==> src/hw/rtl/ppd_pkg.sv <==
// ----------------------------------------------------------------------------
// ppd_pkg: shared types and constants of the ppm pulse train decoder
// Timing windows, scaling constants and the word passed between the decode
// stage and the scale stage.
// ----------------------------------------------------------------------------
package ppd_pkg;

  // default number of channels per frame
  localparam int CHANNELS_DEF = 8;

  // field widths
  localparam int EDGE_W  = 16;
  localparam int WIDTH_W = 15;
  localparam int GAIN_W  = 6;
  localparam int INDEX_W = 3;
  localparam int VALUE_W = 14;
  localparam int PROD_W  = 16;
  localparam int QUOT_W  = 13;

  // pulse width windows in microseconds, all bounds exclusive
  localparam logic [WIDTH_W-1:0] SYNC_MIN_US  = 15'd4000;
  localparam logic [WIDTH_W-1:0] SYNC_MAX_US  = 15'd19000;
  localparam logic [WIDTH_W-1:0] PULSE_MIN_US = 15'd800;
  localparam logic [WIDTH_W-1:0] PULSE_MAX_US = 15'd2200;
  localparam logic [WIDTH_W-1:0] CENTER_US    = 15'd1500;

  // gain scale is (gain_step + GAIN_BASE) / GAIN_BASE
  localparam logic [6:0] GAIN_BASE = 7'd10;

  // divide by ten as multiply by reciprocal, exact for 16-bit operands
  localparam logic [15:0] RECIP_10    = 16'd52429;
  localparam int          RECIP_SHIFT = 19;

  // decoded word between decode and scale stages
  typedef struct packed {
    logic               channel_valid;
    logic [INDEX_W-1:0] channel_index;
    logic               negative;
    logic [PROD_W-1:0]  product;
    logic               sync_seen;
    logic               frame_lost;
  } ppd_mid_t;

endpackage

==> src/hw/rtl/ppm_pulse_train_decoder.sv <==
// ----------------------------------------------------------------------------
// ppm_pulse_train_decoder: radio-control ppm pulse train decoder
//
//   channel  | direction | handshake         | payload
//   ---------+-----------+-------------------+----------------------------------
//   in_      | input     | in_valid/in_stall | in_edge_time
//   out_     | output    | out_valid/out_stall | channel valid/index/value, sync, lost
//   cfg_     | input     | cfg_we            | cfg_wdata (gain_step)
//
// One word per cycle sustained while out_stall is low; an accepted word passes the
// input register, decode/multiply register and scale/result register in turn.
// Synchronous active-low reset clears stage valids, frame state and gain_step.
// out_stall holds the result register; the pipeline keeps filling and
// in_stall rises only once all three stages hold words.
// ----------------------------------------------------------------------------
module ppm_pulse_train_decoder #(
  parameter int CHANNELS = ppd_pkg::CHANNELS_DEF
) (
  input  logic                               clk,
  input  logic                               rst_n,
  input  logic                               in_valid,
  output logic                               in_stall,
  input  logic [ppd_pkg::EDGE_W-1:0]         in_edge_time,
  output logic                               out_valid,
  input  logic                               out_stall,
  output logic                               out_channel_valid,
  output logic [ppd_pkg::INDEX_W-1:0]        out_channel_index,
  output logic signed [ppd_pkg::VALUE_W-1:0] out_channel_value,
  output logic                               out_sync_seen,
  output logic                               out_frame_lost,
  input  logic                               cfg_we,
  input  logic [ppd_pkg::GAIN_W-1:0]         cfg_wdata
);

  logic                       in_valid_r;
  logic [ppd_pkg::EDGE_W-1:0] edge_time_r;
  logic [ppd_pkg::GAIN_W-1:0] gain_step_r;
  logic                       mid_valid_r;
  ppd_pkg::ppd_mid_t          mid_r;
  logic                       out_load;
  logic                       mid_load;
  logic                       in_load;

  // stage load enables, back from the output
  assign out_load = !out_valid || !out_stall;
  assign mid_load = !mid_valid_r || out_load;
  assign in_load  = !in_valid_r || mid_load;
  assign in_stall = !in_load;

  // gain register
  always_ff @(posedge clk) begin
    if (!rst_n) begin
      gain_step_r <= '0;
    end else if (cfg_we) begin
      gain_step_r <= cfg_wdata;
    end
  end

  // input register valid
  always_ff @(posedge clk) begin
    if (!rst_n) begin
      in_valid_r <= 1'b0;
    end else if (in_load) begin
      in_valid_r <= in_valid;
    end
  end

  // input register payload
  always_ff @(posedge clk) begin
    if (in_load && in_valid) begin
      edge_time_r <= in_edge_time;
    end
  end

  // width classification and gain product
  ppd_decode #(
    .CHANNELS (CHANNELS)
  ) u_decode (
    .clk         (clk),
    .rst_n       (rst_n),
    .load        (mid_load),
    .in_valid    (in_valid_r),
    .edge_time   (edge_time_r),
    .gain_step   (gain_step_r),
    .mid_valid_r (mid_valid_r),
    .mid_r       (mid_r)
  );

  // scaling and result register
  ppd_scale u_scale (
    .clk             (clk),
    .rst_n           (rst_n),
    .load            (out_load),
    .mid_valid       (mid_valid_r),
    .mid             (mid_r),
    .out_valid_r     (out_valid),
    .channel_valid_r (out_channel_valid),
    .channel_index_r (out_channel_index),
    .channel_value_r (out_channel_value),
    .sync_seen_r     (out_sync_seen),
    .frame_lost_r    (out_frame_lost)
  );

endmodule

==> src/hw/rtl/ppd_decode.sv <==
// ----------------------------------------------------------------------------
// ppd_decode: pulse width measurement and frame tracking
// Measures the edge-to-edge width, classifies it as sync, channel pulse or
// fault, tracks the expected channel and forms the unscaled gain product.
// ----------------------------------------------------------------------------
module ppd_decode #(
  parameter int CHANNELS = ppd_pkg::CHANNELS_DEF
) (
  input  logic                         clk,
  input  logic                         rst_n,
  input  logic                         load,
  input  logic                         in_valid,
  input  logic [ppd_pkg::EDGE_W-1:0]   edge_time,
  input  logic [ppd_pkg::GAIN_W-1:0]   gain_step,
  output logic                         mid_valid_r,
  output ppd_pkg::ppd_mid_t            mid_r
);

  localparam int NCW = $clog2(CHANNELS + 2);

  logic [ppd_pkg::EDGE_W-1:0]  prev_edge_r;
  logic [NCW-1:0]              next_chan_r;
  logic [NCW-1:0]              next_chan_nxt;
  logic [ppd_pkg::EDGE_W-1:0]  diff;
  logic [ppd_pkg::WIDTH_W-1:0] width_us;
  logic                        is_sync;
  logic                        is_pulse;
  logic                        armed;
  logic [NCW-1:0]              idx_full;
  logic [9:0]                  dev_mag;
  logic [6:0]                  scale_fac;
  logic [16:0]                 prod_full;
  logic                        advance;
  ppd_pkg::ppd_mid_t           mid_nxt;

  assign advance = load && in_valid;

  // width in microseconds, modulo timer wrap
  always_comb begin
    diff     = edge_time - prev_edge_r;
    width_us = diff[ppd_pkg::EDGE_W-1:1];
    is_sync  = (width_us > ppd_pkg::SYNC_MIN_US) && (width_us < ppd_pkg::SYNC_MAX_US);
    is_pulse = (width_us > ppd_pkg::PULSE_MIN_US) && (width_us < ppd_pkg::PULSE_MAX_US);
    armed    = (next_chan_r != '0) && (next_chan_r <= NCW'(CHANNELS));
    idx_full = next_chan_r - NCW'(1);
  end

  // deviation magnitude and gain product
  always_comb begin
    if (width_us >= ppd_pkg::CENTER_US) begin
      dev_mag = 10'(width_us - ppd_pkg::CENTER_US);
    end else begin
      dev_mag = 10'(ppd_pkg::CENTER_US - width_us);
    end
    scale_fac = 7'(gain_step) + ppd_pkg::GAIN_BASE;
    prod_full = 17'(dev_mag) * 17'(scale_fac);
  end

  // classification and next channel
  always_comb begin
    mid_nxt       = '0;
    next_chan_nxt = next_chan_r;
    if (is_sync) begin
      next_chan_nxt     = NCW'(1);
      mid_nxt.sync_seen = 1'b1;
    end else if (armed) begin
      if (is_pulse) begin
        next_chan_nxt         = next_chan_r + NCW'(1);
        mid_nxt.channel_valid = 1'b1;
        mid_nxt.channel_index = ppd_pkg::INDEX_W'(idx_full);
        mid_nxt.negative      = (width_us < ppd_pkg::CENTER_US);
        mid_nxt.product       = prod_full[ppd_pkg::PROD_W-1:0];
      end else begin
        next_chan_nxt      = '0;
        mid_nxt.frame_lost = 1'b1;
      end
    end
  end

  // frame state
  always_ff @(posedge clk) begin
    if (!rst_n) begin
      prev_edge_r <= '0;
      next_chan_r <= '0;
    end else if (advance) begin
      prev_edge_r <= edge_time;
      next_chan_r <= next_chan_nxt;
    end
  end

  // stage valid
  always_ff @(posedge clk) begin
    if (!rst_n) begin
      mid_valid_r <= 1'b0;
    end else if (load) begin
      mid_valid_r <= in_valid;
    end
  end

  // stage payload
  always_ff @(posedge clk) begin
    if (advance) begin
      mid_r <= mid_nxt;
    end
  end

  // checks
  a_sync_not_chan: assert property (@(posedge clk) disable iff (!rst_n)
    mid_valid_r |-> !(mid_r.sync_seen && mid_r.channel_valid))
    else $error("sync and channel word in one result");

  a_lost_not_chan: assert property (@(posedge clk) disable iff (!rst_n)
    mid_valid_r |-> !(mid_r.frame_lost && mid_r.channel_valid))
    else $error("frame lost and channel word in one result");

  a_chan_bound: assert property (@(posedge clk) disable iff (!rst_n)
    next_chan_r <= NCW'(CHANNELS + 1))
    else $error("expected channel past end of frame");

  a_sync_arms: assert property (@(posedge clk) disable iff (!rst_n)
    (advance && is_sync) |=> (next_chan_r == NCW'(1)))
    else $error("sync did not arm first channel");

endmodule

==> src/hw/rtl/ppd_scale.sv <==
// ----------------------------------------------------------------------------
// ppd_scale: divide by ten and sign restore
// Turns the gain product into the signed channel value, truncating toward
// zero, and holds the result word for the output channel.
// ----------------------------------------------------------------------------
module ppd_scale (
  input  logic                          clk,
  input  logic                          rst_n,
  input  logic                          load,
  input  logic                          mid_valid,
  input  ppd_pkg::ppd_mid_t             mid,
  output logic                          out_valid_r,
  output logic                          channel_valid_r,
  output logic [ppd_pkg::INDEX_W-1:0]   channel_index_r,
  output logic signed [ppd_pkg::VALUE_W-1:0] channel_value_r,
  output logic                          sync_seen_r,
  output logic                          frame_lost_r
);

  logic [31:0]                  recip_prod;
  logic [ppd_pkg::QUOT_W-1:0]   quot;
  logic [ppd_pkg::VALUE_W-1:0]  quot_ext;
  logic [ppd_pkg::VALUE_W-1:0]  value_nxt;

  // magnitude / 10 by reciprocal, then apply sign
  always_comb begin
    recip_prod = 32'(mid.product) * 32'(ppd_pkg::RECIP_10);
    quot       = recip_prod[ppd_pkg::RECIP_SHIFT +: ppd_pkg::QUOT_W];
    quot_ext   = ppd_pkg::VALUE_W'(quot);
    value_nxt  = mid.negative ? (ppd_pkg::VALUE_W'(0) - quot_ext) : quot_ext;
  end

  // result valid
  always_ff @(posedge clk) begin
    if (!rst_n) begin
      out_valid_r <= 1'b0;
    end else if (load) begin
      out_valid_r <= mid_valid;
    end
  end

  // result payload
  always_ff @(posedge clk) begin
    if (load && mid_valid) begin
      channel_valid_r <= mid.channel_valid;
      channel_index_r <= mid.channel_index;
      channel_value_r <= value_nxt;
      sync_seen_r     <= mid.sync_seen;
      frame_lost_r    <= mid.frame_lost;
    end
  end

endmodule
==> config.mk <==
export PLATFORM = sky130hd
export DESIGN_NAME = ppm_pulse_train_decoder
export DESIGN_NICKNAME = d
export VERILOG_FILES = /design/src/hw/rtl/ppd_pkg.sv /design/src/hw/rtl/ppm_pulse_train_decoder.sv /design/src/hw/rtl/ppd_decode.sv /design/src/hw/rtl/ppd_scale.sv
export SDC_FILE = /design/constraint.sdc
export NUM_CORES = 1
export LEC_CHECK = 0
export BUFFER_PORTS_ARGS = -buffer_cell sky130_fd_sc_hd__buf_4
export CORE_MARGIN = 1.5
export CORE_UTILIZATION = 57
export CTS_BUF_LIST = sky130_fd_sc_hd__clkbuf_4 sky130_fd_sc_hd__clkbuf_8
export CTS_CLUSTER_DIAMETER = 60
export DETAILED_ROUTE_END_ITERATION = 10
export PLACE_DENSITY = 0.75
export SLEW_MARGIN = 30
export SYNTH_ARGS = -nofsm -noshare
export SYNTH_HDL_FRONTEND = slang
export SYNTH_SLANG_ARGS = --single-unit
==> constraint.sdc <==
create_clock -name clk -period 21.3 [get_ports clk]
set_input_delay 0 -clock clk [delete_from_list [all_inputs] [get_ports clk]]
set_output_delay 0 -clock clk [all_outputs]
set_load 0.02 [all_outputs]
# ---- After elaboration in Yosys (flattened, before gate mapping)
# Cells that the tools add are included.
dict set report totals {
  romBits 0
  output_inout_bits 22
  mem_bits_rw 0
  elab_cells 64
  ff_bits 88
  latch_bits 0
  n_memories 0
}
dict set report op_classes {
  n_shift 0
  n_eq_ne 0
  magnitude_cmp 7
  mul 2
  n_bitwise 2
  div 0
  reduce_logical 19
  addsub 7
  n_mux 8
}
# cell count
set op_table {}
lappend op_table {{16-bit by 16-bit multiplier with 32-bit output, second input constant} 1}
lappend op_table {{21-bit 2-to-1 mux} 1}
lappend op_table {{10-bit by 7-bit multiplier with 16-bit output} 1}
lappend op_table {{16-bit subtractor} 1}
lappend op_table {{15-bit by 11-bit >= comparator with 1-bit output, second input constant} 1}
lappend op_table {{15-bit by 10-bit > comparator with 1-bit output, second input constant} 1}
lappend op_table {{15-bit by 12-bit > comparator with 1-bit output, second input constant} 1}
lappend op_table {{15-bit by 11-bit < comparator with 1-bit output, second input constant} 1}
lappend op_table {{15-bit by 12-bit < comparator with 1-bit output, second input constant} 1}
lappend op_table {{15-bit < comparator, second input constant} 1}
lappend op_table {{1-bit by 13-bit subtractor with 14-bit output, first input constant} 1}
lappend op_table {{13-bit 2-to-1 mux} 1}
lappend op_table {{4-bit 2-to-1 mux} 3}
lappend op_table {{10-bit 2-to-1 mux} 1}
lappend op_table {{10-bit by 9-bit subtractor with 10-bit output, second input constant} 1}
lappend op_table {{9-bit by 10-bit subtractor with 10-bit output, first input constant} 1}
lappend op_table {{6-bit by 4-bit adder with 7-bit output, second input constant} 1}
lappend op_table {{1-bit logical AND} 6}
lappend op_table {{1-bit logical NOT} 5}
lappend op_table {{4-bit by 1-bit adder with 4-bit output, second input constant} 1}
lappend op_table {{4-bit less-or-equal comparator, second input constant} 1}
lappend op_table {{4-bit nonzero test} 1}
lappend op_table {{1-bit logical OR} 3}
lappend op_table {{3-bit OR reduction} 1}
lappend op_table {{6 further kinds} 8}

# ---- Logic depth before layout (Yosys ltp)
# Gate-level depths: netlist (run 1).
dict set report logic_depth {
  depth_word 6
  mapped_depth 32
  mapped_depth_nobuf 30
}

# ---- Cells and area by module
# Synthesis (run 1) repeated with hierarchy kept, for this count alone.
dict set report unflattened {
  hier_cells 1255
  hier_area_um2 12065.3
}
# mod area_each_um2 cells_each seq_area_each_um2 n_inst
set by_module_without_submodules {}
lappend by_module_without_submodules {ppd_scale 5741.8 584 620.6 1}
lappend by_module_without_submodules {ppd_decode 5560.3 630 1111.1 1}
lappend by_module_without_submodules {ppm_pulse_train_decoder 763.2 41 620.6 1}

# ---- Least setup slack after synthesis (run 1)
# OpenSTA, ideal clock, no wires.
dict set report synth_path {
  kind {flip-flop to flip-flop}
  from {register edge_time_r[2] in the netlist's numbering}
  to {register u_decode.mid_r[17] (netlist name)}
  period_less_slack_ns 7.794
  path_slack_ns 13.506
  n_path_buf 1
  arrival_time_ns 7.535
  stages_incl_launch_ff 28
  cell_sequence {edfxtp_1 > ha_1 > a21o_1 > a31o_2 > a221o_4 > a21oi_1 > xnor2_1 > nand2_1 > or4_4 > buf_6 > a21oi_1 > nor3_2 > or3_1 > fa_1 > fa_1 > inv_1 > fa_1 > inv_1 > fa_1 > inv_1 > ha_1 > a211o_1 > and3_1 > o31ai_1 > mux2i_1 > a2111oi_0 > o21ai_0 > nor3b_1}
}
dict set report synth_via {
  elab_chain_len 5
  word_cells_on_any_way 14
  classes_between {3 x add/sub; 1 x mul; 5 x order compare; 1 x mux; 1 x bitwise; 3 x reduce/logical}
}
# item line_no
set synth_lines {}
lappend synth_lines {{start, declared} ppm_pulse_train_decoder.sv:36} ;# logic [ppd_pkg::EDGE_W-1:0] edge_time_r;
lappend synth_lines {{start signal, assigned} ppm_pulse_train_decoder.sv:71} ;# edge_time_r <= in_edge_time;
lappend synth_lines {{16-bit subtractor *} ppd_decode.sv:40} ;# diff = edge_time - prev_edge_r;
lappend synth_lines {{parallel branches: the longest is 4 deep, another holds 10-bit by 7-bit multiplier with 16-bit output} -}
# Mark *: on every way between the ends.
# A chain may end at the register's enable or synchronous reset.

# ---- Worst setup path after layout (run 1)
dict set report layout_path {
  from {register edge_time_r[0] in the netlist's numbering}
  to {register u_decode.mid_r[17] (netlist name)}
}
dict set report layout_via {
  elab_chain_len 5
  word_cells_on_any_way 14
  classes_between {3 x add/sub; 1 x mul; 5 x order compare; 1 x mux; 1 x bitwise; 3 x reduce/logical}
}
# item line_no
set layout_lines {}
lappend layout_lines {{16-bit subtractor *} ppd_decode.sv:40}
lappend layout_lines {{parallel branches: the longest is 4 deep, another holds 10-bit by 7-bit multiplier with 16-bit output} -}
# Marked as above.

==> summary.log, run 1 <==
INFO  die            design.core.area=19600squm
INFO  timing         min_period=8.81ns
INFO  worst_setup_path end_kind=flop
INFO  timing         slew_violations=0
INFO  die            rows=51
INFO  die            die_y=145microns
INFO  routing        drt_drc_violations_left=0
INFO  final_layout   proportion_of_layout_cells_with_a_drive_suffix_above_1=0.0784
INFO  routing        ant_nets=0
INFO  synthesis      avgSynthCellArea=9.52squm
INFO  cts            cts_root_buf=sky130_fd_sc_hd__clkbuf_8
INFO  final_layout   nNetsFinal=1603
INFO  timing         timing.final.hold_violations=0
INFO  timing         final.setup.tns=0ns
INFO  power_and_ir_drop p_leak=0.00595uW
INFO  synthesis      post_synth_main_area_contributors=sky130_fd_sc_hd__fa_1 21%, sky130_fd_sc_hd__ha_1 20%, sky130_fd_sc_hd__edfxtp_1 15%
INFO  synthesis      yosys_register_bits=88
INFO  hold_path      hold_class=in -> reg
INFO  worst_setup_path crit_arrival=8.90ns
INFO  cts            cts.sink_count=88
INFO  routing        detailroute.via_count=8625
INFO  die            chipWidth=145microns
INFO  cts            cts.clk_slew.worst_paths=0.09ns
INFO  timing         grt_setup_unrepaired=no
INFO  cts            cts-root-to-sink-buffers=2
INFO  cts            tritoncts=yes
INFO  cts            cts_resized=0
INFO  placed_design  port_buffers=48
INFO  synthesis      netlist_area=11500squm
INFO  routing        drt_first_iter_violations=433
INFO  placed_design  gpl.final_weighted_congestion=0.955
INFO  synthesis      synth_fp_nets=1536
INFO  final_layout   finalInstanceArea=12600squm
INFO  final_layout   ant_diodes=0
INFO  timing         tightest_slew=0.830ns
INFO  placed_design  dp.final_hpwl=19700microns
INFO  synthesis      postSynth.asyncResetShare=0
INFO  global_route   grt_pass1_wl=40200microns
INFO  worst_setup_path path_max_fanout=13
INFO  timing         final.setup_skew=0.0176ns
INFO  synthesis      synthCells=1204
INFO  worst_setup_path critPathKind=reg -> reg
INFO  timing         max_clk_rate=114MHz
INFO  synthesis      synth_area_leader_cell=sky130_fd_sc_hd__fa_1
INFO  cts            clk_latency=0.38ns
INFO  synthesis      yosys_most_used_dff=sky130_fd_sc_hd__edfxtp_1
INFO  cts            cts_inserted_buffers=9
INFO  flow_run       max_cap_violations=0
INFO  worst_setup_path worst-r2r-setup-slack=12.49ns
INFO  global_route   grt-ovfl-total=0
INFO  die            dieArea=21000squm
INFO  synthesis      synth_most_common_cell=sky130_fd_sc_hd__inv_1
INFO  die            floorplan.io_pins=49
INFO  global_route   groute.usage.overall=0.243
INFO  final_layout   syn_to_final_growth=9.63%
INFO  synthesis      synth-edff-count=59
INFO  worst_setup_path worstSetupStartpointType=flop
INFO  synthesis      synth_cell_types=78
INFO  routing        detail_route.first_pass.iterations=5
INFO  placed_design  detailed_place.area=12100squm
INFO  timing         max_slew_margin=0.444
INFO  global_route   grt_pass1_vias=8822
INFO  status         status=completed
INFO  routing        drt-vias-per-instance=5.60
INFO  timing         final_min_period_over_clock_period=0.414
INFO  synthesis      seq_area_frac_synth=0.205
INFO  routing        drt-total-wl=24000microns
INFO  global_route   antenna_found_initial=0
INFO  power_and_ir_drop ir_drop=0.0000587V
INFO  cts            post-cts-setup-buffers=0
INFO  routing        wl_per_cell=15.6microns
INFO  synthesis      synth_warnings=0
INFO  synthesis      yosysTopAreaCellShare=0.210
INFO  die            initial_utilization=0.585
INFO  timing         report.final.setup_viol=0
INFO  worst_setup_path cp_data_required_time=21.39ns
INFO  synthesis      ranking_of_synthesized_cells_by_instance_count=220 x sky130_fd_sc_hd__inv_1, 185 x sky130_fd_sc_hd__ha_1, 120 x sky130_fd_sc_hd__fa_1
INFO  global_route   grt_start_max_net_pins=28
INFO  cts            cts-htree-levels=3
INFO  power_and_ir_drop power.density=104nW/um^2
worst max-delay path, cell delays in order (launching register included):
cell                        delay [ns]
sky130_fd_sc_hd__edfxtp_1         0.39
sky130_fd_sc_hd__nand2b_1         0.20
sky130_fd_sc_hd__fa_1             0.44
sky130_fd_sc_hd__a211oi_1         0.31
sky130_fd_sc_hd__o211ai_1         0.28
sky130_fd_sc_hd__nand2_1          0.12
sky130_fd_sc_hd__a31oi_1          0.09
sky130_fd_sc_hd__and3_1           0.20
sky130_fd_sc_hd__nor4_2           0.58
sky130_fd_sc_hd__o2111ai_2        0.46
sky130_fd_sc_hd__o31ai_1          0.47
sky130_fd_sc_hd__o221ai_2         0.27
sky130_fd_sc_hd__or2_2            0.35
sky130_fd_sc_hd__fa_1             0.49
sky130_fd_sc_hd__fa_1             0.49
sky130_fd_sc_hd__inv_1            0.05
sky130_fd_sc_hd__fa_1             0.52
sky130_fd_sc_hd__inv_1            0.05
sky130_fd_sc_hd__fa_1             0.52
sky130_fd_sc_hd__inv_1            0.05
sky130_fd_sc_hd__ha_1             0.32
sky130_fd_sc_hd__a211o_1          0.29
sky130_fd_sc_hd__and3_1           0.18
sky130_fd_sc_hd__o31ai_1          0.41
sky130_fd_sc_hd__mux2i_1          0.14
sky130_fd_sc_hd__a2111oi_0        0.53
sky130_fd_sc_hd__o21ai_0          0.15
sky130_fd_sc_hd__nor3b_1          0.17
through the flow:
step	setup WS (ns)	hold slack, ns	utilization	total power (uW)	instances
final	12.49	0.349	0.641	1310	1541
after global routing	11.86	0.330	0.641	1460	1541
after CTS	12.43	0.326	0.640	1310	1541
after detailed placement	12.47	0.179	0.616	1190	1494
after global placement	12.72	0.178	0.616	1160	1494
after floorplan	13.51	0.0989	-	991	1204
report_power, final:
group          switching, uW  leakage (uW)  internal, uW
combinational            560       0.00505           424
sequential              7.12      0.000806           209
clock                   60.5     0.0000943          45.1
total                    627       0.00595           678
logic make-up after synthesis:
group	count (synthesis)	share of synthesized area
AO/OA/AOI/OAI	201	0.120
XOR/XNOR	62	0.0474
adder cells (fa/ha/maj)	305	0.412
buffers and inverters	250	0.0833
flip-flops	88	0.205
multiplexers	10	0.00874
AND/OR/NAND/NOR	288	0.124
final timing paths:
kind / endpoint / cells past startpoint / from
worst max-delay path: u_decode.mid_r[17] / 27 / edge_time_r[0]
worst max register to register: u_decode.mid_r[17] / 27 / edge_time_r[0]
worst min register to register: u_scale.channel_index_r[1] / 0 / u_decode.mid_r[20]
worst min-delay path: edge_time_r[3] / 2 / in_edge_time[3]
final cells by class:
cell class              instances  area [sq um]
flip-flops and latches         88          2350
well taps                     265           332
repair buffers                 83           701
fillers                      1616          7030
clock inverters                 5          32.5
multi-input cells             866          8170
inverters                     223           837
clock buffers                  11           139
flip-flops by register name, summed over array words and instances (netlist names):
signal                   cells
edge_time_r                 16
u_scale.channel_index_r      3
gain_step_r                  6
u_scale.sync_seen_r          1
u_decode.next_chan_r         4
u_scale.frame_lost_r         1
u_decode.mid_valid_r         1
u_scale.channel_valid_r      1
u_decode.prev_edge_r        16
u_decode.mid_r              23
u_scale.channel_value_r     14
in_valid_r                   1
u_scale.out_valid_r          1
routing by layer:
metal | wire length [microns] | track usage | part of all wire | vias up
met5 | 0 | 0 | 0 | -
met4 | 559 | 0.0797 | 0.023 | 0
met3 | 875 | 0.0346 | 0.037 | 48
met2 | 12300 | 0.449 | 0.51 | 195
met1 | 10300 | 0.289 | 0.43 | 4158
li1 | - | - | - | 4224
what timing repair did:
action / 4_1_cts / 5_1_grt
endpoints found under the hold margin: 27 / 0
hold buffers: 31 / 0
endpoints found under the setup margin: 0 / 0
cell usage in the layout (no fill, tap or decap), types with 8 or more instances in the layout:
| cell type | instances |
|---|---|
| sky130_fd_sc_hd__or2_2 | 13 |
| sky130_fd_sc_hd__xor2_1 | 25 |
| sky130_fd_sc_hd__xnor2_1 | 37 |
| sky130_fd_sc_hd__clkbuf_8 | 9 |
| sky130_fd_sc_hd__dfxtp_1 | 29 |
| sky130_fd_sc_hd__inv_1 | 220 |
| sky130_fd_sc_hd__a31oi_1 | 8 |
| sky130_fd_sc_hd__mux2i_1 | 10 |
| sky130_fd_sc_hd__o21ai_0 | 29 |
| sky130_fd_sc_hd__fa_1 | 120 |
| sky130_fd_sc_hd__o21a_1 | 8 |
| sky130_fd_sc_hd__nand2b_1 | 11 |
| sky130_fd_sc_hd__nand3_1 | 16 |
| sky130_fd_sc_hd__ha_1 | 185 |
| sky130_fd_sc_hd__or3_1 | 21 |
| sky130_fd_sc_hd__dlygate4sd3_1 | 31 |
| sky130_fd_sc_hd__o211ai_1 | 10 |
| sky130_fd_sc_hd__edfxtp_1 | 59 |
| sky130_fd_sc_hd__a21oi_1 | 62 |
| sky130_fd_sc_hd__buf_4 | 52 |
| sky130_fd_sc_hd__nor3_1 | 35 |
| sky130_fd_sc_hd__a211oi_1 | 14 |
| sky130_fd_sc_hd__a21o_1 | 12 |
| sky130_fd_sc_hd__nor2_1 | 75 |
| sky130_fd_sc_hd__nand2_1 | 71 |
| sky130_fd_sc_hd__and3_1 | 11 |
(Power assumes the default switching activity.)
==> run 2, diff against run 1 <==
ABC_AREA = 1   (was default)
PLACE_DENSITY = 0.77   (was 0.75)
clock period = 7.2 ns   (was 21.3 ns; I/O delays follow)
==> run 2 against run 1 <==
  * Maximum frequency grew 30%
  * Die area grew 7.4%
  * Area after synthesis grew 7.6%
  * Register-to-register slack lost 12 ns
  * Non-clock buffer count grew 8
  * Synthesized cell count grew 29%
  * Largest cell class unchanged
==> summary.log, run 2 <==
INFO  routing        drt_drc_violations_left=0 [unchanged]
INFO  final_layout   reg_top3=u_decode.mid_r x23, edge_time_r x16, u_decode.prev_edge_r x16 [unchanged]
INFO  worst_setup_path cp_slowest_cell=sky130_fd_sc_hd__fa_1 [was sky130_fd_sc_hd__nor4_2]
INFO  die            rows=53 [was 51]
INFO  cts            tritoncts=yes [unchanged]
INFO  synthesis      muxShareOfSynthArea=0 [was 0.00874]
INFO  global_route   grt_start_max_net_pins=32 [was 28]
INFO  die            initial_utilization=0.584 [was 0.585]
INFO  worst_setup_path critPathKind=reg -> reg [unchanged]
INFO  die            dieArea=22500squm [was 21000 sq um]
INFO  final_layout   syn_to_final_growth=10.8% [was 9.63%]
INFO  synthesis      xor_xnor_cell_area_share_of_the_yosys_netlist=0.0371 [was 0.0474]
INFO  cts            cts-htree-levels=3 [unchanged]
INFO  routing        met1_length=12300microns [was 10300 microns]
INFO  cts            cts_inserted_buffers=9 [unchanged]
INFO  worst_setup_path end_kind=flop [unchanged]
INFO  placed_design  dp.final_hpwl=24100microns [was 19700 microns]
INFO  final_layout   max_ffs_per_register=23 [unchanged]
INFO  cts            cts_root_buf=sky130_fd_sc_hd__clkbuf_8 [unchanged]
INFO  synthesis      synth_simple_gate_area_frac=0.201 [was 0.124]
INFO  final_layout   ant_diodes=0 [unchanged]
INFO  synthesis      post_synth_main_area_contributors=sky130_fd_sc_hd__fa_1 19%, sky130_fd_sc_hd__ha_1 19%, sky130_fd_sc_hd__edfxtp_1 14% [was sky130_fd_sc_hd__fa_1 21%, sky130_fd_sc_hd__ha_1 20%, sky130_fd_sc_hd__edfxtp_1 15%]
INFO  routing        drt-vias-per-instance=5.34 [was 5.60]
INFO  global_route   grt_pass1_vias=10200 [was 8822]
INFO  synthesis      synth_fa_ha_area_frac=0.383 [was 0.412]
INFO  final_layout   leading_cell_type_in_the_layout_fill_and_taps_excluded=sky130_fd_sc_hd__inv_1 [unchanged]
INFO  die            floorplan.io_pins=49 [unchanged]
INFO  routing        detail_route.first_pass.iterations=5 [unchanged]
INFO  routing        wl_per_cell=15.2microns [was 15.6 microns]
INFO  flow_run       max_cap_violations=0 [unchanged]
INFO  final_layout   top_register=u_decode.mid_r [unchanged]
INFO  synthesis      postSynth.asyncResetShare=0 [unchanged]
INFO  placed_design  placed_cells=1864 [was 1494]
INFO  synthesis      synth_area_leader_cell=sky130_fd_sc_hd__fa_1 [unchanged]
INFO  timing         max_clk_rate=147MHz [was 114 MHz]
INFO  final_layout   proportion_of_layout_cells_with_a_drive_suffix_above_1=0.0832 [was 0.0784]
INFO  timing         timing.final.hold_violations=0 [unchanged]
INFO  placed_design  port_buffers=48 [unchanged]
INFO  synthesis      synth_cell_types=47 [was 78]
INFO  power_and_ir_drop ir_drop=0.000361V [was 0.0000587 V]
INFO  placed_design  detailed_place.area=13000squm [was 12100 sq um]
INFO  routing        maxUsedRoutingLayer=met4 [unchanged]
INFO  global_route   antenna_found_initial=0 [unchanged]
INFO  global_route   grt_pass1_wl=47900microns [was 40200 microns]
INFO  worst_setup_path cp_data_required_time=7.35ns [was 21.39 ns]
INFO  timing         final_min_period_over_clock_period=0.942 [was 0.414]
INFO  synthesis      netlist_area=12300squm [was 11500 sq um]
INFO  final_layout   nNetsFinal=1973 [was 1603]
INFO  cts            cts.clk_slew.worst_paths=0.10ns [was 0.09 ns]
INFO  final_layout   most_used_cells_in_the_layout_excluding_fill_and_tap_cells=349 x sky130_fd_sc_hd__inv_1, 281 x sky130_fd_sc_hd__nand2_1, 185 x sky130_fd_sc_hd__ha_1, 145 x sky130_fd_sc_hd__nor2_1, 120 x sky130_fd_sc_hd__fa_1 [was 220 x sky130_fd_sc_hd__inv_1, 185 x sky130_fd_sc_hd__ha_1, 120 x sky130_fd_sc_hd__fa_1, 75 x sky130_fd_sc_hd__nor2_1, 71 x sky130_fd_sc_hd__nand2_1]
INFO  timing         max_slew_margin=0.513 [was 0.444]
INFO  routing        drt-total-wl=29300microns [was 24000 microns]
INFO  synthesis      seq_area_frac_synth=0.191 [was 0.205]
INFO  synthesis      yosys_register_bits=88 [unchanged]
INFO  power_and_ir_drop p_leak=0.00735uW [was 0.00595 uW]
INFO  synthesis      yosysTopAreaCellShare=0.195 [was 0.210]
INFO  final_layout   finalInstanceArea=13700squm [was 12600 sq um]
INFO  routing        ant_nets=0 [unchanged]
INFO  worst_setup_path worstSetupStartpointType=flop [unchanged]
INFO  worst_setup_path path_max_fanout=7 [was 13]
INFO  timing         tightest_slew=0.728ns [was 0.830 ns]
INFO  cts            cts-root-to-sink-buffers=2 [unchanged]
INFO  hold_path      hold_class=in -> reg [unchanged]
INFO  timing         report.final.setup_viol=0 [unchanged]
INFO  synthesis      synth_most_common_cell=sky130_fd_sc_hd__inv_1 [unchanged]
INFO  synthesis      yosys_most_used_dff=sky130_fd_sc_hd__edfxtp_1 [unchanged]
INFO  synthesis      synthCells=1548 [was 1204]
INFO  placed_design  gpl.final_weighted_congestion=0.939 [was 0.955]
INFO  global_route   grt-ovfl-total=0 [unchanged]
INFO  final_layout   layout.cells.non_filler=1921 [was 1541]
INFO  synthesis      ranking_of_synthesized_cells_by_instance_count=350 x sky130_fd_sc_hd__inv_1, 282 x sky130_fd_sc_hd__nand2_1, 185 x sky130_fd_sc_hd__ha_1 [was 220 x sky130_fd_sc_hd__inv_1, 185 x sky130_fd_sc_hd__ha_1, 120 x sky130_fd_sc_hd__fa_1]
INFO  timing         final.setup_skew=0.0161ns [was 0.0176 ns]
INFO  timing         slew_violations=0 [unchanged]
INFO  worst_setup_path crit_arrival=6.94ns [was 8.90 ns]
INFO  worst_setup_path timing.critical_path.slowest_cell_delay=0.53ns [was 0.58 ns]
INFO  synthesis      combinational_family_with_the_most_area_after_synthesis=adder cells [unchanged]
INFO  synthesis      synth_fp_nets=1880 [was 1536]
INFO  power_and_ir_drop power.density=317nW/um^2 [was 104 nW/um^2]
INFO  routing        drt_first_iter_violations=629 [was 433]
INFO  routing        detailroute.wirelength.met2=14700microns [was 12300 microns]
INFO  global_route   groute.usage.overall=0.272 [was 0.243]
INFO  die            chipWidth=150microns [was 145 microns]
INFO  synthesis      synth_warnings=0 [unchanged]
INFO  synthesis      avgSynthCellArea=7.96squm [was 9.52 sq um]
INFO  cts            clk_latency=0.38ns [about the same]
INFO  final_layout   nFillCells=1781 [was 1616]
INFO  synthesis      synth-edff-count=59 [unchanged]
INFO  timing         min_period=6.79ns [was 8.81 ns]
INFO  synthesis      synth_compound_gate_area_share=0.0752 [was 0.120]
INFO  die            die_y=150microns [was 145 microns]
INFO  cts            cts.sink_count=88 [unchanged]
INFO  die            design.core.area=21100squm [was 19600 sq um]
INFO  routing        detailroute.via_count=10300 [was 8625]
INFO  routing        wl_met3=1460microns [was 875 microns]
INFO  status         status=completed [unchanged]
==> run 2: critical path, delay by kind of cell (launching register included) <==
family,cells,cell delay (ns)
AOI/OAI and AO/OA,4,0.43
xor gates and xnor gates,2,0.33
adders and majority gates,7,3.03
buffers and inverters,8,0.57
DFF,1,0.37
and+or+nand+nor,16,1.85
==> run 2: power by group <==
| part | internal (uW) | switching (uW) |
|---|---|---|
| combinational | 1230 | 2090 |
| clock | 175 | 208 |
| sequential | 599 | 19.7 |
| total | 2010 | 2320 |
==> run 2: area by class of cell <==
type	instances	area [sq um]	share of cell area
Timing Repair Buffer	91	776	0.0568
Clock buffer	10	138	0.0101
Tap cell	275	344	0.0252
Sequential cell	88	2350	0.172
Inverter	358	1350	0.0988
Multi-Input combinational cell	1093	8630	0.632
Clock inverter	6	73.8	0.00540
==> run 2: what timing repair did <==
item | 4_1_cts | 5_1_grt
resized for setup | 0 | 8
endpoints found under the setup margin | 0 | 5
endpoints found under the hold margin | 38 | 0
buffers inserted | 0 | 3
hold buffers | 37 | 0
==> run 2: metrics by stage <==
stage	power (uW)	hold slack [ns]	utilization	setup TNS [ns]	setup WS, ns
after detailed placement	3860	0.179	0.617	0	0.398
final	4320	0.325	0.648	0	0.415
after floorplan	3150	0.0989	-	0	0.948
after global placement	3800	0.178	0.617	0	0.608
after CTS	4290	0.314	0.644	0	0.366
after global routing	4840	0.329	0.648	-0.0450	-0.0346
==> run 2: metal layers <==
layer | GRT usage | up-vias
li1 | - | 5023
met1 | 0.336 | 4881
met4 | 0.0843 | 0
met2 | 0.493 | 298
met5 | 0 | -
met3 | 0.0354 | 49
==> run 2: path summary, 6_finish.rpt <==
path,from,slack [ns],end,depth (start not counted)
max,edge_time_r[0],0.41,u_decode.mid_r[17],37
min reg2reg,u_decode.mid_r[22],0.42,u_scale.channel_valid_r,0
max reg2reg,edge_time_r[0],0.41,u_decode.mid_r[17],37
min,in_edge_time[8],0.32,edge_time_r[8],2
==> run 2: logic make-up (layout without fill, tap and decap cells) <==
logic type,count (synthesis),in the layout
compound gates,168,168
xor+xnor,50,50
buf+inv,368,465
fa+ha+maj,305,305
flops,88,88
simple gates,569,570
==> run 3, diff against run 2 <==
ABC_CLOCK_PERIOD_IN_PS = 7200   (was default)
REMOVE_ABC_BUFFERS = 1   (was default)
==> run 3 against run 2 <==
  * Clock skew increased by 0.00068 ns
  * Sequential power about the same
  * Die area unchanged
==> summary.log, run 3 (same netlist as run 2, synthesis figures left out) <==
INFO  worst_setup_path timing.critical_path.slowest_cell_delay=0.53ns [about the same]
INFO  worst_setup_path cp_slowest_cell=sky130_fd_sc_hd__fa_1 [unchanged]
INFO  die            floorplan.io_pins=49 [unchanged]
INFO  flow_run       max_cap_violations=0 [unchanged]
INFO  final_layout   most_used_cells_in_the_layout_excluding_fill_and_tap_cells=350 x sky130_fd_sc_hd__inv_1, 282 x sky130_fd_sc_hd__nand2_1, 185 x sky130_fd_sc_hd__ha_1, 146 x sky130_fd_sc_hd__nor2_1, 120 x sky130_fd_sc_hd__fa_1 [was 349 x sky130_fd_sc_hd__inv_1, 281 x sky130_fd_sc_hd__nand2_1, 185 x sky130_fd_sc_hd__ha_1, 145 x sky130_fd_sc_hd__nor2_1, 120 x sky130_fd_sc_hd__fa_1]
INFO  cts            cts.clk_slew.worst_paths=0.11ns [was 0.10 ns]
INFO  die            dieArea=22500squm [unchanged]
INFO  cts            cts-root-to-sink-buffers=2 [unchanged]
INFO  timing         max_slew_margin=0.423 [was 0.513]
INFO  power_and_ir_drop ir_drop=0.000358V [was 0.000361 V]
INFO  worst_setup_path path_max_fanout=8 [was 7]
INFO  power_and_ir_drop switching_power=2290uW [was 2320 uW]
INFO  routing        drt_drc_violations_left=0 [unchanged]
INFO  routing        detailroute.via_count=10000 [was 10300]
INFO  timing         slew_violations=0 [unchanged]
INFO  timing         grt_setup_unrepaired=no
INFO  worst_setup_path worstSetupStartpointType=flop [unchanged]
INFO  timing         report.final.setup_viol=0 [unchanged]
INFO  cts            cts-htree-levels=3 [unchanged]
INFO  final_layout   nNetsFinal=1970 [was 1973]
INFO  power_and_ir_drop cellInternalPower=2040uW [was 2010 uW]
INFO  power_and_ir_drop p_leak=0.00735uW [about the same]
INFO  final_layout   combined_area_of_the_multi_input_logic_cells=8600squm [was 8630 sq um]
INFO  final_layout   proportion_of_layout_cells_with_a_drive_suffix_above_1=0.0785 [was 0.0832]
INFO  power_and_ir_drop power.combinational.fraction=0.761 [was 0.768]
INFO  routing        drt_first_iter_violations=510 [was 629]
INFO  worst_setup_path critical_path.top_delay_family=adder cells [unchanged]
INFO  timing         max_clk_rate=149MHz [was 147 MHz]
INFO  routing        wl_per_cell=14.6microns [was 15.2 microns]
INFO  final_layout   top_register=u_decode.mid_r [unchanged]
INFO  timing         min_period=6.69ns [was 6.79 ns]
INFO  routing        ant_nets=0 [unchanged]
INFO  die            design.core.area=21100squm [unchanged]
INFO  routing        maxUsedRoutingLayer=met4 [unchanged]
INFO  power_and_ir_drop power.density=318nW/um^2 [was 317 nW/um^2]
INFO  die            die_y=150microns [unchanged]
INFO  timing         final_min_period_over_clock_period=0.929 [was 0.942]
INFO  timing         final.setup_skew=0.0167ns [was 0.0161 ns]
INFO  placed_design  gpl.final_weighted_congestion=0.949 [was 0.939]
INFO  power_and_ir_drop share_seq_of_total_power=0.143 [about the same]
INFO  timing         timing.hold.ws=0.331ns [was 0.325 ns]
INFO  cts            tritoncts=yes [unchanged]
INFO  routing        met1_length=12000microns [was 12300 microns]
INFO  power_and_ir_drop clockPowerShare=0.096 [was 0.089]
INFO  status         status=completed [unchanged]
INFO  routing        wl_met3=1170microns [was 1460 microns]
INFO  worst_setup_path cp_data_required_time=7.34ns [was 7.35 ns]
INFO  final_layout   nFillCells=1845 [was 1781]
INFO  global_route   grt_pass1_wl=46300microns [was 47900 microns]
INFO  final_layout   leading_cell_type_in_the_layout_fill_and_taps_excluded=sky130_fd_sc_hd__inv_1 [unchanged]
INFO  timing         tightest_slew=0.863ns [was 0.728 ns]
INFO  placed_design  port_buffers=48 [unchanged]
INFO  final_layout   syn_to_final_growth=10.6% [was 10.8%]
INFO  power_and_ir_drop switching_share=0.529 [was 0.536]
INFO  cts            cts.sink_count=88 [unchanged]
INFO  timing         timing.final.hold_violations=0 [unchanged]
INFO  final_layout   ant_diodes=0 [unchanged]
INFO  final_layout   reg_top3=u_decode.mid_r x23, edge_time_r x16, u_decode.prev_edge_r x16 [unchanged]
INFO  routing        drt-total-wl=28000microns [was 29300 microns]
INFO  routing        detail_route.first_pass.iterations=7 [was 5]
INFO  cts            cts_inserted_buffers=9 [unchanged]
INFO  timing         final.setup.tns=0ns [unchanged]
INFO  die            initial_utilization=0.584 [unchanged]
INFO  global_route   grt_pass1_vias=10000 [was 10200]
INFO  routing        detailroute.wirelength.met2=14000microns [was 14700 microns]
INFO  worst_setup_path critical_path.most_common_cell=sky130_fd_sc_hd__inv_1
INFO  final_layout   seqCellArea=2350squm [unchanged]
INFO  die            rows=53 [unchanged]
INFO  worst_setup_path critPathKind=reg -> reg [unchanged]
INFO  power_and_ir_drop fin_total_pwr=4330uW [was 4320 uW]
INFO  worst_setup_path crit_arrival=6.83ns [was 6.94 ns]
INFO  routing        drt-vias-per-instance=5.23 [was 5.34]
INFO  global_route   grt_start_max_net_pins=32 [unchanged]
INFO  hold_path      hold_class=in -> reg [unchanged]
INFO  worst_setup_path end_kind=flop [unchanged]
INFO  global_route   grt-ovfl-total=0 [unchanged]
INFO  die            chipWidth=150microns [unchanged]
INFO  placed_design  dp.final_hpwl=23700microns [was 24100 microns]
INFO  worst_setup_path worst-path-buf-inv=8 [unchanged]
INFO  cts            clk_latency=0.39ns [was 0.38 ns]
INFO  global_route   antenna_found_initial=0 [unchanged]
INFO  cts            cts_root_buf=sky130_fd_sc_hd__clkbuf_8 [unchanged]
INFO  global_route   groute.usage.overall=0.263 [was 0.272]
INFO  final_layout   max_ffs_per_register=23 [unchanged]
## run 3: repair_timing
item | 4_1_cts | 5_1_grt
hold endpoints to repair | 41 | 0
hold buffers | 36 | 0
resized for setup | 0 | 4
endpoints found under the setup margin | 0 | 3
buffers inserted | 0 | 2
## run 3: layout make-up
class | count | area share
Clock buffer | 11 | 0.0106
Inverter | 358 | 0.0989
Multi-Input combinational cell | 1092 | 0.631
Tap cell | 275 | 0.0252
Clock inverter | 5 | 0.00642
Sequential cell | 88 | 0.172
Timing Repair Buffer | 89 | 0.0556
## run 3: power by group through the flow
| stage | registers, uW | clock network (uW) | logic (uW) |
|---|---|---|---|
| finish | 619 | 414 | 3300 |
| global route | 624 | 436 | 3750 |
| floorplan | 642 | 0 | 2510 |
| detailed placement | 631 | 0 | 3230 |
| CTS | 620 | 421 | 3280 |
| global placement | 629 | 0 | 3160 |
## run 3: path summary, 6_finish.rpt
path / startpoint / end / slack [ns] / cells after the start
setup / recovery: edge_time_r[0] / u_decode.mid_r[17] / 0.51 / 36
hold / removal: in_edge_time[12] / edge_time_r[12] / 0.33 / 2
hold reg to reg: u_decode.mid_r[21] / u_scale.channel_index_r[2] / 0.43 / 0
setup reg to reg: edge_time_r[0] / u_decode.mid_r[17] / 0.51 / 36
## run 3: metrics by stage
stage | area, sq um | cells | setup slack (ns) | utilization
global route | 13600 | 1918 | 0.0439 | 0.647
floorplan | 12300 | 1538 | 0.876 | -
detailed placement | 13000 | 1864 | 0.452 | 0.617
finish | 13600 | 1918 | 0.510 | 0.647
CTS | 13600 | 1916 | 0.440 | 0.645
global placement | 13000 | 1864 | 0.601 | 0.617
## run 3: metal layers
layer / track usage / vias to the layer above
li1: - / 5031
met3: 0.0354 / 52
met2: 0.467 / 240
met5: 0 / -
met1: 0.327 / 4708
met4: 0.0873 / 0
